**config.mk**
```make
export PLATFORM = sky130hd
export DESIGN_NAME = bmr_fifo
export DESIGN_NICKNAME = d
export VERILOG_FILES = /design/src/rtl/core/bmr_pkg.sv /design/src/rtl/core/bmr_fifo.sv
export SDC_FILE = /design/constraint.sdc
export NUM_CORES = 1
export LEC_CHECK = 0
export ABC_AREA = 1
export ABC_CLOCK_PERIOD_IN_PS = 3050
export BUFFER_PORTS_ARGS = -buffer_cell sky130_fd_sc_hd__clkbuf_2
export CORE_MARGIN = 10
export CORE_UTILIZATION = 45
export DETAILED_ROUTE_END_ITERATION = 12
export PLACE_DENSITY = 0.74
export SYNTH_ARGS = -nofsm -noshare
export SYNTH_HDL_FRONTEND = slang
export SYNTH_SLANG_ARGS = --single-unit
```
**constraint.sdc**
```tcl
create_clock -name clk_i -period 3.05 [get_ports clk_i]
set_input_delay 0.4575 -clock clk_i [delete_from_list [all_inputs] [get_ports clk_i]]
set_output_delay 0.4575 -clock clk_i [all_outputs]
set_load 0.01 [all_outputs]
```
**src/rtl/core/bmr_pkg.sv**
```systemverilog
// Package: shared constants, types and helpers for the box mean block.
`timescale 1ns / 1ps
package bmr_pkg;
  localparam int MaxWidth   = 256;
  localparam int MaxHeight  = 256;
  localparam int MaxRadius  = 64;
  localparam int SampleBits = 16;
  localparam int XW   = $clog2(MaxWidth);
  localparam int YW   = $clog2(MaxHeight);
  localparam int CW   = (XW > YW) ? XW : YW;
  localparam int AW   = XW + YW;
  localparam int RW   = 7;
  localparam int DW   = 9;
  localparam int RSW  = 24;
  localparam int CSW  = 32;
  localparam int IDXW = 2;

  localparam logic [IDXW-1:0] RegRadius = 2'd0;
  localparam logic [IDXW-1:0] RegWidth  = 2'd1;
  localparam logic [IDXW-1:0] RegHeight = 2'd2;

  localparam logic KindLoad  = 1'b0;
  localparam logic KindDrain = 1'b1;

  // request classified by the front end
  typedef struct packed {
    logic                  kind;
    logic [SampleBits-1:0] sample;
  } req_t;

  typedef struct packed {
    logic [SampleBits-1:0] mean;
    logic                  last;
    logic                  status;
  } rsp_t;

  typedef enum logic [3:0] {
    ST_IDLE, ST_ROW_INIT, ST_ROW_PRE, ST_ROW_RD, ST_ROW_ACC, ST_ROW_WR,
    ST_COL_INIT, ST_COL_PRE, ST_COL_RD, ST_COL_ACC, ST_SUM_RD, ST_SUM_ACC,
    ST_DIV, ST_OUT
  } bstate_e;

  // one reflect-101 step of a folded index m over extent n, forward or back;
  // up: m grows as the coordinate grows. Returns {up, m}.
  function automatic logic [CW:0] walk(input logic [CW-1:0] m, input logic up,
                                       input logic fwd, input logic [DW-1:0] n);
    logic          rising;
    logic [CW-1:0] mn;
    rising = (up == fwd);
    mn     = m;
    if (n <= DW'(1)) begin
      mn = '0;
    end else if (rising) begin
      if (DW'(m) == n - DW'(1)) begin
        mn     = m - 1'b1;
        rising = 1'b0;
      end else begin
        mn = m + 1'b1;
      end
    end else if (m == '0) begin
      mn     = CW'(1);
      rising = 1'b1;
    end else begin
      mn = m - 1'b1;
    end
    return {rising == fwd, mn};
  endfunction
endpackage

```
**src/rtl/core/bmr_fifo.sv**
```systemverilog
// Two-entry request queue between front and back.
`timescale 1ns / 1ps
module bmr_fifo (
  input  logic           clk_i,
  input  logic           rst_ni,
  input  logic           flush_i,
  input  logic           push_i,
  input  bmr_pkg::req_t  push_data_i,
  output logic           full_o,
  input  logic           pop_i,
  output logic           empty_o,
  output bmr_pkg::req_t  pop_data_o
);
  import bmr_pkg::*;
  req_t       slot_q [2];
  logic       wp_q, rp_q;
  logic [1:0] cnt_q;
  assign full_o     = cnt_q == 2'd2;
  assign empty_o    = cnt_q == 2'd0;
  assign pop_data_o = slot_q[rp_q];
  always_ff @(posedge clk_i or negedge rst_ni) begin
    if (!rst_ni) begin
      wp_q <= 1'b0; rp_q <= 1'b0; cnt_q <= '0;
    end else if (flush_i) begin
      wp_q <= 1'b0; rp_q <= 1'b0; cnt_q <= '0;
    end else begin
      if (push_i) wp_q <= ~wp_q;
      if (pop_i) rp_q <= ~rp_q;
      cnt_q <= cnt_q + 2'(push_i) - 2'(pop_i);
    end
  end
  always_ff @(posedge clk_i) begin
    if (push_i) slot_q[wp_q] <= push_data_i;
  end
endmodule

```
==> results of run 1 <==
-- routing by layer --
layer / wire, um / share of wire, % / up-vias
met2: 1410 / 53 / 27
met3: 141 / 5.3 / 6
met4: 81 / 3.1 / 0
li1: - / - / 396
met1: 1020 / 38 / 391
met5: 0 / 0 / -
-- state kept, by name, indices dropped and copies added (netlist names) --
signal and count:
rp_q 1, cnt_q 2, slot_q 34, wp_q 1
-- report_power, final --
group / switching (mW) / leakage (nW) / internal (mW)
Sequential: 0.0172 / 0.370 / 0.600
Combinational: 0.0633 / 0.359 / 0.0645
Clock: 0.152 / 0.0286 / 0.0857
-- kinds of logic (layout without fill, tap and decap cells) --
group	count (synthesis)	in the layout	share of synthesized area, %
AO/OA/AOI/OAI	4	4	1.34
adder cells (fa/ha/maj)	2	2	1.68
buffers and inverters	10	59	4.11
flip-flops	38	38	75.2
multiplexers	17	17	14.8
AND/OR/NAND/NOR	11	11	2.85
-- final cells by class --
cell class              count  area, um^2
fillers                   279        1310
multi-input cells          34         309
repair buffers             43         225
clock inverters             3        16.3
inverters                   8        30.0
well taps                  44        55.1
flip-flops and latches     38        1120
clock buffers               5        37.5
-- per-stage QoR --
stage,utilization [%],instances,power (mW)
after floorplan,-,82,0.704
after global placement,55.8,166,0.752
after detailed placement,55.8,166,0.760
after CTS,57.8,175,1.00
after global routing,57.8,175,1.04
final,57.8,175,0.983
-- placed cells by master, fill, tap and decap left out --
cell type / synthesis / routed
edfxtp_1: 34 / 34
clkbuf_2: 0 / 40
nand2_1: 4 / 4
clkinvlp_4: 0 / 1
buf_4: 0 / 2
nand3_1: 1 / 1
clkinv_1: 0 / 1
dfrtp_1: 4 / 4
inv_1: 8 / 8
ha_1: 2 / 2
o21ai_0: 2 / 2
dlygate4sd3_1: 0 / 1
nor2_1: 6 / 6
mux2_2: 9 / 9
clkinv_2: 0 / 1
a21oi_1: 2 / 2
clkbuf_4: 0 / 5
mux2_4: 8 / 8
-- final timing paths --
path | start | depth (start not counted) | endpoint | slack, ps
worst max-delay path | rp_q$_DFFE_PN0P_ | 2 | pop_data_o[5] | 780
worst min-delay path | flush_i | 2 | cnt_q[0]$_DFF_PN0_ | 280
worst max register to register | rp_q$_DFFE_PN0P_ | 2 | rp_q$_DFFE_PN0P_ | 1690
worst min register to register | wp_q$_DFFE_PN0P_ | 2 | wp_q$_DFFE_PN0P_ | 580
max in group asynchronous | rst_ni | 2 | wp_q$_DFFE_PN0P_ | 2440
min in group asynchronous | rst_ni | 2 | cnt_q[1]$_DFF_PN0_ | 470
-- timing repair --
item | CTS | global route
endpoints found under the hold margin | 4 | 0
hold buffers | 1 | 0
setup buffers | 0 | 0
-- critical path, cell delays in order, from the launching register on --
cell,delay (ps)
dfrtp_1,930
mux2_2,420
clkbuf_2,130
==> flow_metrics.tcl, run 1 <==
set metrics [dict create \
    timing.final.ws_setup_ps 783 \
    leakage_nw 0.758 \
    clk_pin_slew_ps 110 \
    ys_ff_latch 38 \
    grt_start_max_net_pins 20 \
    fmax_mhz 441 \
    relSlewSlack_pct 42.1 \
    wire_per_inst_um 15.1 \
    ctsResizeCount 0 \
    fin_crit_sh_pct 74.3 \
    cp-end-kind "output port" \
    grt_pass1_wl_um 4480 \
    use_met2_pct 16.0 \
    maxCapViolCount 0 \
    io_pins 41 \
    finalCriticalPeriod_ps 2270 \
    synthArstFlopShare_pct 10.5 \
    synth_nets 106 \
    synth_seq_area_share_pct 75.2 \
    use_met1_pct 9.85 \
    start_util_pct 48.1 \
    antenna_found_initial 0 \
    rows 20 \
    core-area_um2 3100 \
    final_antenna_net_count 0 \
    drtPass1Iterations 3 \
    power_density_nw_per_um2 548 \
    clock_tree.root_cell "clkbuf_4" \
    drive_gt1_share_pct 50.4 \
    clockBufferDepth 2 \
    arrival_ps 1810 \
    synth_warnings 0 \
    startpoint_type "flip-flop" \
    holdWs_ps 285 \
    drc 0 \
    worst_clock_skew_ps 4.25 \
    htreeDepth 2 \
    drt_iter0_markers 30 \
    yosys-top-cells-count "edfxtp_1 (34), mux2_2 (9), inv_1 (8), mux2_4 (8), nor2_1 (6)" \
    die-area_um2 6020 \
    cts_tree "done" \
    synth_ff_type "edfxtp_1" \
    worstMarginPinSlew_ps 868 \
    place_ws_ps 1100 \
    rsz0062_at_grt "false" \
    yosysMostFrequentCell "edfxtp_1" \
    syn_area_um2 1490 \
    hold_path.class "input port to flip-flop" \
    ys_top_cells_by_area "edfxtp_1 (68%), mux2_4 (8.1%), mux2_2 (6.8%)" \
    synth_edf_count 34 \
    wl_um 2650 \
    required_ps 2590 \
    synth_top_area_cell "edfxtp_1" \
    dpl_cell_area_um2 1730 \
    hpwlAfterDp_um 2020 \
    dieWidth_um 77.6 \
    clk_latency_ps 330 \
    irDropWorstVdd_mv 0.266 \
    syn_inst 82 \
    crit_fanout 19 \
    io_buffers 40 \
    cts_buffers 5 \
    globalRouteMet3Util_pct 3.34 \
    setup_viol 0 \
    critPathKind "flip-flop to output port" \
    setup_tns_ps 0 \
    status "completed" \
    busiest_layer "met2" \
    synth_cell_type_count 13 \
    numClockSinks 38 \
    synth_top_area_share_pct 68.5 \
    die_h_um 77.6 \
    grtUsageTotal_pct 9.56 \
    grt_pass1_vias 913 \
    dr_total_vias 820 \
    synth.avg_cell_area_um2 18.2 \
    syn2layout_area_growth_pct 20.3 \
    slew_violations 0 \
    hold_viol 0 \
    gp_congestion 0.670 \
    final_nets 154 \
    grt-ovfl-total 0 \
    via_per_inst 4.69 \
    finalInstanceArea_um2 1790 \
    n_antenna_cell 0 \
]
(Power assumes the default switching activity.)
==> inputs of run 2 (changes only) <==
Settings changed: ABC_AREA 1 to 0, ABC_CLOCK_PERIOD_IN_PS 3050 to 2100.
Clock period 3.05 ns to 2.1 ns, I/O delays scaled along.
==> run 2 against run 1 <==
Highest routed layer unchanged. Power is 67% higher. Synthesized area hardly changed. Worst hold slack worse by 130 ps. Largest cell class unchanged.
==> flow_metrics.tcl, run 2 <==
set metrics [dict create \
    status "completed" \
    r2r_start "cnt_q[0]$_DFF_PN0_" \
    switching_share_pct 22.8 \
    synth_top_area_share_pct 68.5 \
    core-area_um2 3100 \
    final_util_pct 59.5 \
    clk_latency_ps 340 \
    synth-compound-area-share_pct 0 \
    holdPathEnd "slot_q[0][4]$_DFFE_PP_" \
    cts_buffers 5 \
    drtPass1Iterations 2 \
    grt_pass1_wl_um 4360 \
    wire_per_inst_um 15.9 \
    yosysMostFrequentCell "edfxtp_1" \
    yosys.area_share.simple_pct 2.69 \
    synth_edf_count 34 \
    syn_area_um2 1490 \
    synthXorXnorAreaFrac_pct 2.69 \
    muxShareOfSynthArea_pct 15.1 \
    startpoint_type "flip-flop" \
    arrival_ps 1380 \
    timing.final.ws_setup_ps 401 \
    largest_registers "slot_q (34), cnt_q (2)" \
    reg2reg_depth 6 \
    seq_power_share_pct 54.8 \
    gp_congestion 0.662 \
    drc 0 \
    combPwrFrac_pct 15.5 \
    fin_crit_sh_pct 80.9 \
    htreeDepth 2 \
    finalInstanceArea_um2 1850 \
    grtUsageTotal_pct 9.46 \
    rr_endpoint "cnt_q[1]$_DFF_PN0_" \
    dpl_cell_area_um2 1750 \
    crit_fanout 10 \
    hold_path.class "input port to flip-flop" \
    fillers 264 \
    ctsResizeCount 0 \
    cp-end-kind "output port" \
    top_register "slot_q" \
    holdWs_ps 152 \
    final_nets 147 \
    syn_inst 72 \
    synth_cell_type_count 13 \
    grt_pass1_vias 884 \
    clockBufferDepth 2 \
    grt-ovfl-total 0 \
    antenna_found_initial 0 \
    via_per_inst 4.55 \
    clock_tree.root_cell "clkbuf_4" \
    critPathKind "flip-flop to output port" \
    synth_ff_type "edfxtp_1" \
    numClockSinks 38 \
    holdBufCountCts 1 \
    synth.avg_cell_area_um2 20.7 \
    setup_viol 0 \
    synth_seq_area_share_pct 75.2 \
    final_cell_mix "clkbuf_2 (40), edfxtp_1 (34), mux2_4 (9), mux2_2 (8)" \
    r2r_slack_ps 700 \
    hpwlAfterDp_um 2100 \
    maxCapViolCount 0 \
    rows 20 \
    min_from "push_data_i[4]" \
    synth_warnings 0 \
    cts_setup_buffers 0 \
    irDropWorstVdd_mv 0.400 \
    dieWidth_um 77.5 \
    fmax_mhz 589 \
    n_antenna_cell 0 \
    die-area_um2 6010 \
    ys_top_cells_by_area "edfxtp_1 (69%), mux2_4 (9.1%), dfrtp_1 (6.7%)" \
    synth_nets 96 \
    p_int_mw 1.27 \
    worst_clock_skew_ps 9.46 \
    power_density_nw_per_um2 888 \
    io_pins 41 \
    synth_top_family_by_area "multiplexers" \
    relSlewSlack_pct 77.2 \
    wl_um 2680 \
    final_common_cell "clkbuf_2" \
    slew_violations 0 \
    dr_total_vias 765 \
    switchingPower_mw 0.374 \
    place_ws_ps 699 \
    final_antenna_net_count 0 \
    drt_iter0_markers 16 \
    min_path_cells 1 \
    syn2layout_area_growth_pct 23.9 \
    largest_reg_flops 34 \
    die_h_um 77.5 \
    setup_tns_ps 0 \
    grt_start_max_net_pins 14 \
    worstMarginPinSlew_ps 342 \
    cts_tree "done" \
    required_ps 1780 \
    io_buffers 40 \
    p_clk_share_pct 29.7 \
    start_util_pct 48.0 \
    synth_fa_ha_area_share_pct 1.68 \
    hold_viol 0 \
    ys_ff_latch 38 \
    synth_top_area_cell "edfxtp_1" \
    synthArstFlopShare_pct 10.5 \
    rsz0062_at_grt "false" \
    drive_gt1_share_pct 57.3 \
    finalCriticalPeriod_ps 1700 \
    clk_pin_slew_ps 120 \
    leakage_nw 0.760 \
    yosys-top-cells-count "edfxtp_1 (34), mux2_4 (9), mux2_2 (8)" \
]
[run 2: routing by layer]
| metal | share of wire [%] | GRT usage [%] | up-vias |
|---|---|---|---|
| li1 | - | - | 370 |
| met1 | 39 | 9.41 | 365 |
| met2 | 54 | 16.4 | 25 |
| met3 | 4.3 | 3.11 | 5 |
| met4 | 2.2 | 6.57 | 0 |
| met5 | 0 | 0 | - |
[run 2: worst max path at each step]
stage | end | slack, ps | from
floorplan | slot_q[0][0]$_DFFE_PP_ | 520 | wp_q$_DFFE_PN0P_
global placement | cnt_q[1]$_DFF_PN0_ | 730 | pop_i
detailed placement | cnt_q[1]$_DFF_PN0_ | 700 | pop_i
CTS | pop_data_o[2] | 380 | rp_q$_DFFE_PN0P_
global route | pop_data_o[2] | 320 | rp_q$_DFFE_PN0P_
finish | pop_data_o[2] | 400 | rp_q$_DFFE_PN0P_
[run 2: cell families after synthesis]
group                      count (synthesis)
and+or+nand+nor                            8
adders and majority gates                  2
muxes                                     17
xor gates and xnor gates                   3
buffers and inverters                      4
DFF                                       38
[run 2: power groups by stage]
| stage | clock, mW | sequential, mW | combinational [mW] |
|---|---|---|---|
| 2_1_floorplan | 0 | 0.911 | 0.164 |
| 3_3_place_gp | 0 | 0.913 | 0.255 |
| 3_5_place_dp | 0 | 0.917 | 0.260 |
| 4_1_cts | 0.500 | 0.899 | 0.262 |
| 5_1_grt | 0.530 | 0.905 | 0.280 |
| 6_report | 0.487 | 0.899 | 0.254 |
[run 2: layout make-up]
class	count	area, um^2	area share [%]
clock buffer	5	37.5	2.03
clock inverter	3	45.0	2.44
multi-input combinational	30	333	18.0
inverter	2	7.51	0.407
sequential	38	1120	60.7
timing repair buffer	46	248	13.4
tap	44	55.1	2.98
[run 2: worst max-delay path, cell delays in order (launching register included)]
cell,delay [ps]
dfrtp_1,360
buf_4,200
mux2_2,360
clkbuf_2,130
[run 2: through the flow]
step / total power [mW] / std cells
global placement: 1.17 / 159
global route: 1.72 / 168
floorplan: 1.08 / 72
finish: 1.64 / 168
CTS: 1.66 / 168
detailed placement: 1.18 / 159
==> inputs of run 3 (changes only) <==
Settings changed: ABC_CLOCK_PERIOD_IN_PS 2100 to 1400, PLACE_DENSITY 0.74 to 0.77.
Clock period 2.1 ns to 1.4 ns, I/O delays scaled along.
==> run 3 against run 2 <==
The flow now finishes with violations (negative setup slack). Register-to-register slack lost 580 ps. Critical endpoint is now pop_data_o[9]. Die area is the same. Power grew 64%. Final cell count is the same. First-iteration DRC count grew to 2.6 times the previous value.
==> flow_metrics.tcl, run 3 (same netlist as run 2, synthesis figures left out) <==
set metrics [dict create \
    numClockSinks 38 \
    syn2layout_area_growth_pct 32.4 \
    fmax_mhz 616 \
    power_density_nw_per_um2 1370 \
    r2r_start "cnt_q[0]$_DFF_PN0_" \
    clock_tree.root_cell "clkbuf_4" \
    grt_pass1_vias 873 \
    clk_pin_slew_ps 110 \
    min_path_cells 1 \
    rsz0062_at_grt "true" \
    clockBufferDepth 2 \
    finalNonFillerCells 168 \
    holdWs_ps 55.3 \
    grt_pass1_wl_um 4200 \
    grt_start_max_net_pins 18 \
    switching_share_pct 20.9 \
    final_cell_mix "edfxtp_1 (34), clkbuf_2 (33), mux2_4 (11), buf_6 (7), mux2_2 (6)" \
    top_register "slot_q" \
    critPathKind "flip-flop to output port" \
    drtPass1Iterations 4 \
    cts_tree "done" \
    violations "negative setup slack" \
    via_per_inst 4.65 \
    grtUsageTotal_pct 9.11 \
    cts_buffers 5 \
    worstMarginPinSlew_ps 143 \
    drive_gt1_share_pct 57.3 \
    dr_total_vias 781 \
    holdPathEnd "slot_q[0][13]$_DFFE_PP_" \
    core-area_um2 3100 \
    worstPathCellList "clkbuf_16 -> mux2_4 -> buf_6" \
    final_common_cell "edfxtp_1" \
    worst_path_largest_cell_delay_ps 470 \
    cp_slowest_cell "dfrtp_2" \
    min_from "push_data_i[13]" \
    r2r_slack_ps 120 \
    p_clk_share_pct 33.3 \
    start_util_pct 48.0 \
    htreeDepth 2 \
    die_h_um 77.5 \
    crit_family "flip-flops" \
    drt_iter0_markers 41 \
    hold_path.class "input port to flip-flop" \
    drc 0 \
    p_int_mw 2.13 \
    dieWidth_um 77.5 \
    crit_fanout 8 \
    io_pins 41 \
    crit_buf_inv 2 \
    hold_viol 0 \
    die-area_um2 6010 \
    gp_congestion 0.702 \
    final_nets 147 \
    cp-end-kind "output port" \
    io_buffers 40 \
    status "complete, but fails checks" \
    place_ws_ps -16.3 \
    leakage_nw 0.813 \
    irDropWorstVdd_mv 1.03 \
    clk_latency_ps 340 \
    p_total_mw 2.69 \
    largest_reg_flops 34 \
    final_antenna_net_count 0 \
    arrival_ps 1410 \
    fin_crit_sh_pct 116 \
    rr_endpoint "cnt_q[1]$_DFF_PN0_" \
    grt-ovfl-total 0 \
    setup_viol 17 \
    timing.final.ws_setup_ps -223 \
    startpoint_type "flip-flop" \
    switchingPower_mw 0.563 \
    slew_violations 0 \
    n_antenna_cell 0 \
    dpl.cell_count 157 \
    wl_um 2700 \
    wire_per_inst_um 16.1 \
    largest_registers "slot_q (34), cnt_q (2)" \
    finalCriticalPeriod_ps 1620 \
    worst_clock_skew_ps 3.44 \
    maxCapViolCount 0 \
    relSlewSlack_pct 90.4 \
    required_ps 1190 \
    antenna_found_initial 0 \
    rows 20 \
    combPwrFrac_pct 16.5 \
    reg2reg_depth 6 \
    seq_power_share_pct 50.2 \
]
[run 3: changes by cell type in the layout (fill, tap and decap cells not counted), moves of 2 or more]
cell,previous run,this run
mux2_4,9,11
buf_12,0,3
clkbuf_2,40,33
buf_4,5,1
clkinvlp_4,2,0
mux2_2,8,6
buf_6,0,7
[run 3: timing repair]
action,CTS,global route
endpoints found under the hold margin,4,0
gates resized for setup,2,15
hold buffers,1,0
gates cloned,0,1
pin swaps,2,0
setup endpoints to repair,18,17
setup buffers,1,0
[run 3: how the worst max path moves through the flow]
stage / to / startpoint / depth (start not counted) / slack, ps
after CTS: pop_data_o[6] / rp_q$_DFFE_PN0P_ / 3 / -240
after detailed placement: cnt_q[1]$_DFF_PN0_ / cnt_q[0]$_DFF_PN0_ / 6 / -20
after floorplan: cnt_q[1]$_DFF_PN0_ / cnt_q[0]$_DFF_PN0_ / 6 / 90
after global placement: cnt_q[1]$_DFF_PN0_ / cnt_q[0]$_DFF_PN0_ / 6 / 90
after global routing: pop_data_o[14] / rp_q$_DFFE_PN0P_ / 3 / -290
final: pop_data_o[9] / rp_q$_DFFE_PN0P_ / 3 / -220
[run 3: power by group through the flow]
stage	Sequential (mW)	Combinational [mW]	Clock [mW]
6_report	1.35	0.445	0.897
5_1_grt	1.36	0.483	0.969
4_1_cts	1.35	0.415	0.921
3_5_place_dp	1.38	0.402	0
3_3_place_gp	1.37	0.388	0
2_1_floorplan	1.37	0.247	0
[run 3: per-layer routing]
metal  global-route usage, %  vias to the layer above  share of wire (%)
li1                        -                      375                  -
met1                    8.96                      374                 38
met2                    15.6                       28                 55
met3                    4.95                        4                6.6
met4                    3.83                        0                1.0
met5                       0                        -                  0
[run 3: cell type report]
class                      instances  area, um^2
clock buffer                       5        37.5
clock inverter                     3        63.8
fill                             249        1130
inverter                           2        7.51
multi-input combinational         30         340
sequential                        38        1120
tap                               44        55.1
timing repair buffer              46         347
[run 3: per-stage QoR]
stage,utilization (%),TNS [ps],cell area [um^2]
global placement,57.3,0,1780
floorplan,-,0,1490
detailed placement,57.3,-16.3,1780
global route,63.6,-4710,1970
finish,63.6,-3560,1970
CTS,61.3,-3710,1900
[run 3: worst register-to-register path, stage by stage, from the launching register on]
cell and delay [ps]:
dfrtp_1 390, inv_1 60, ha_1 260, inv_1 60
ha_1 140, xnor3_1 200, nor2_1 110
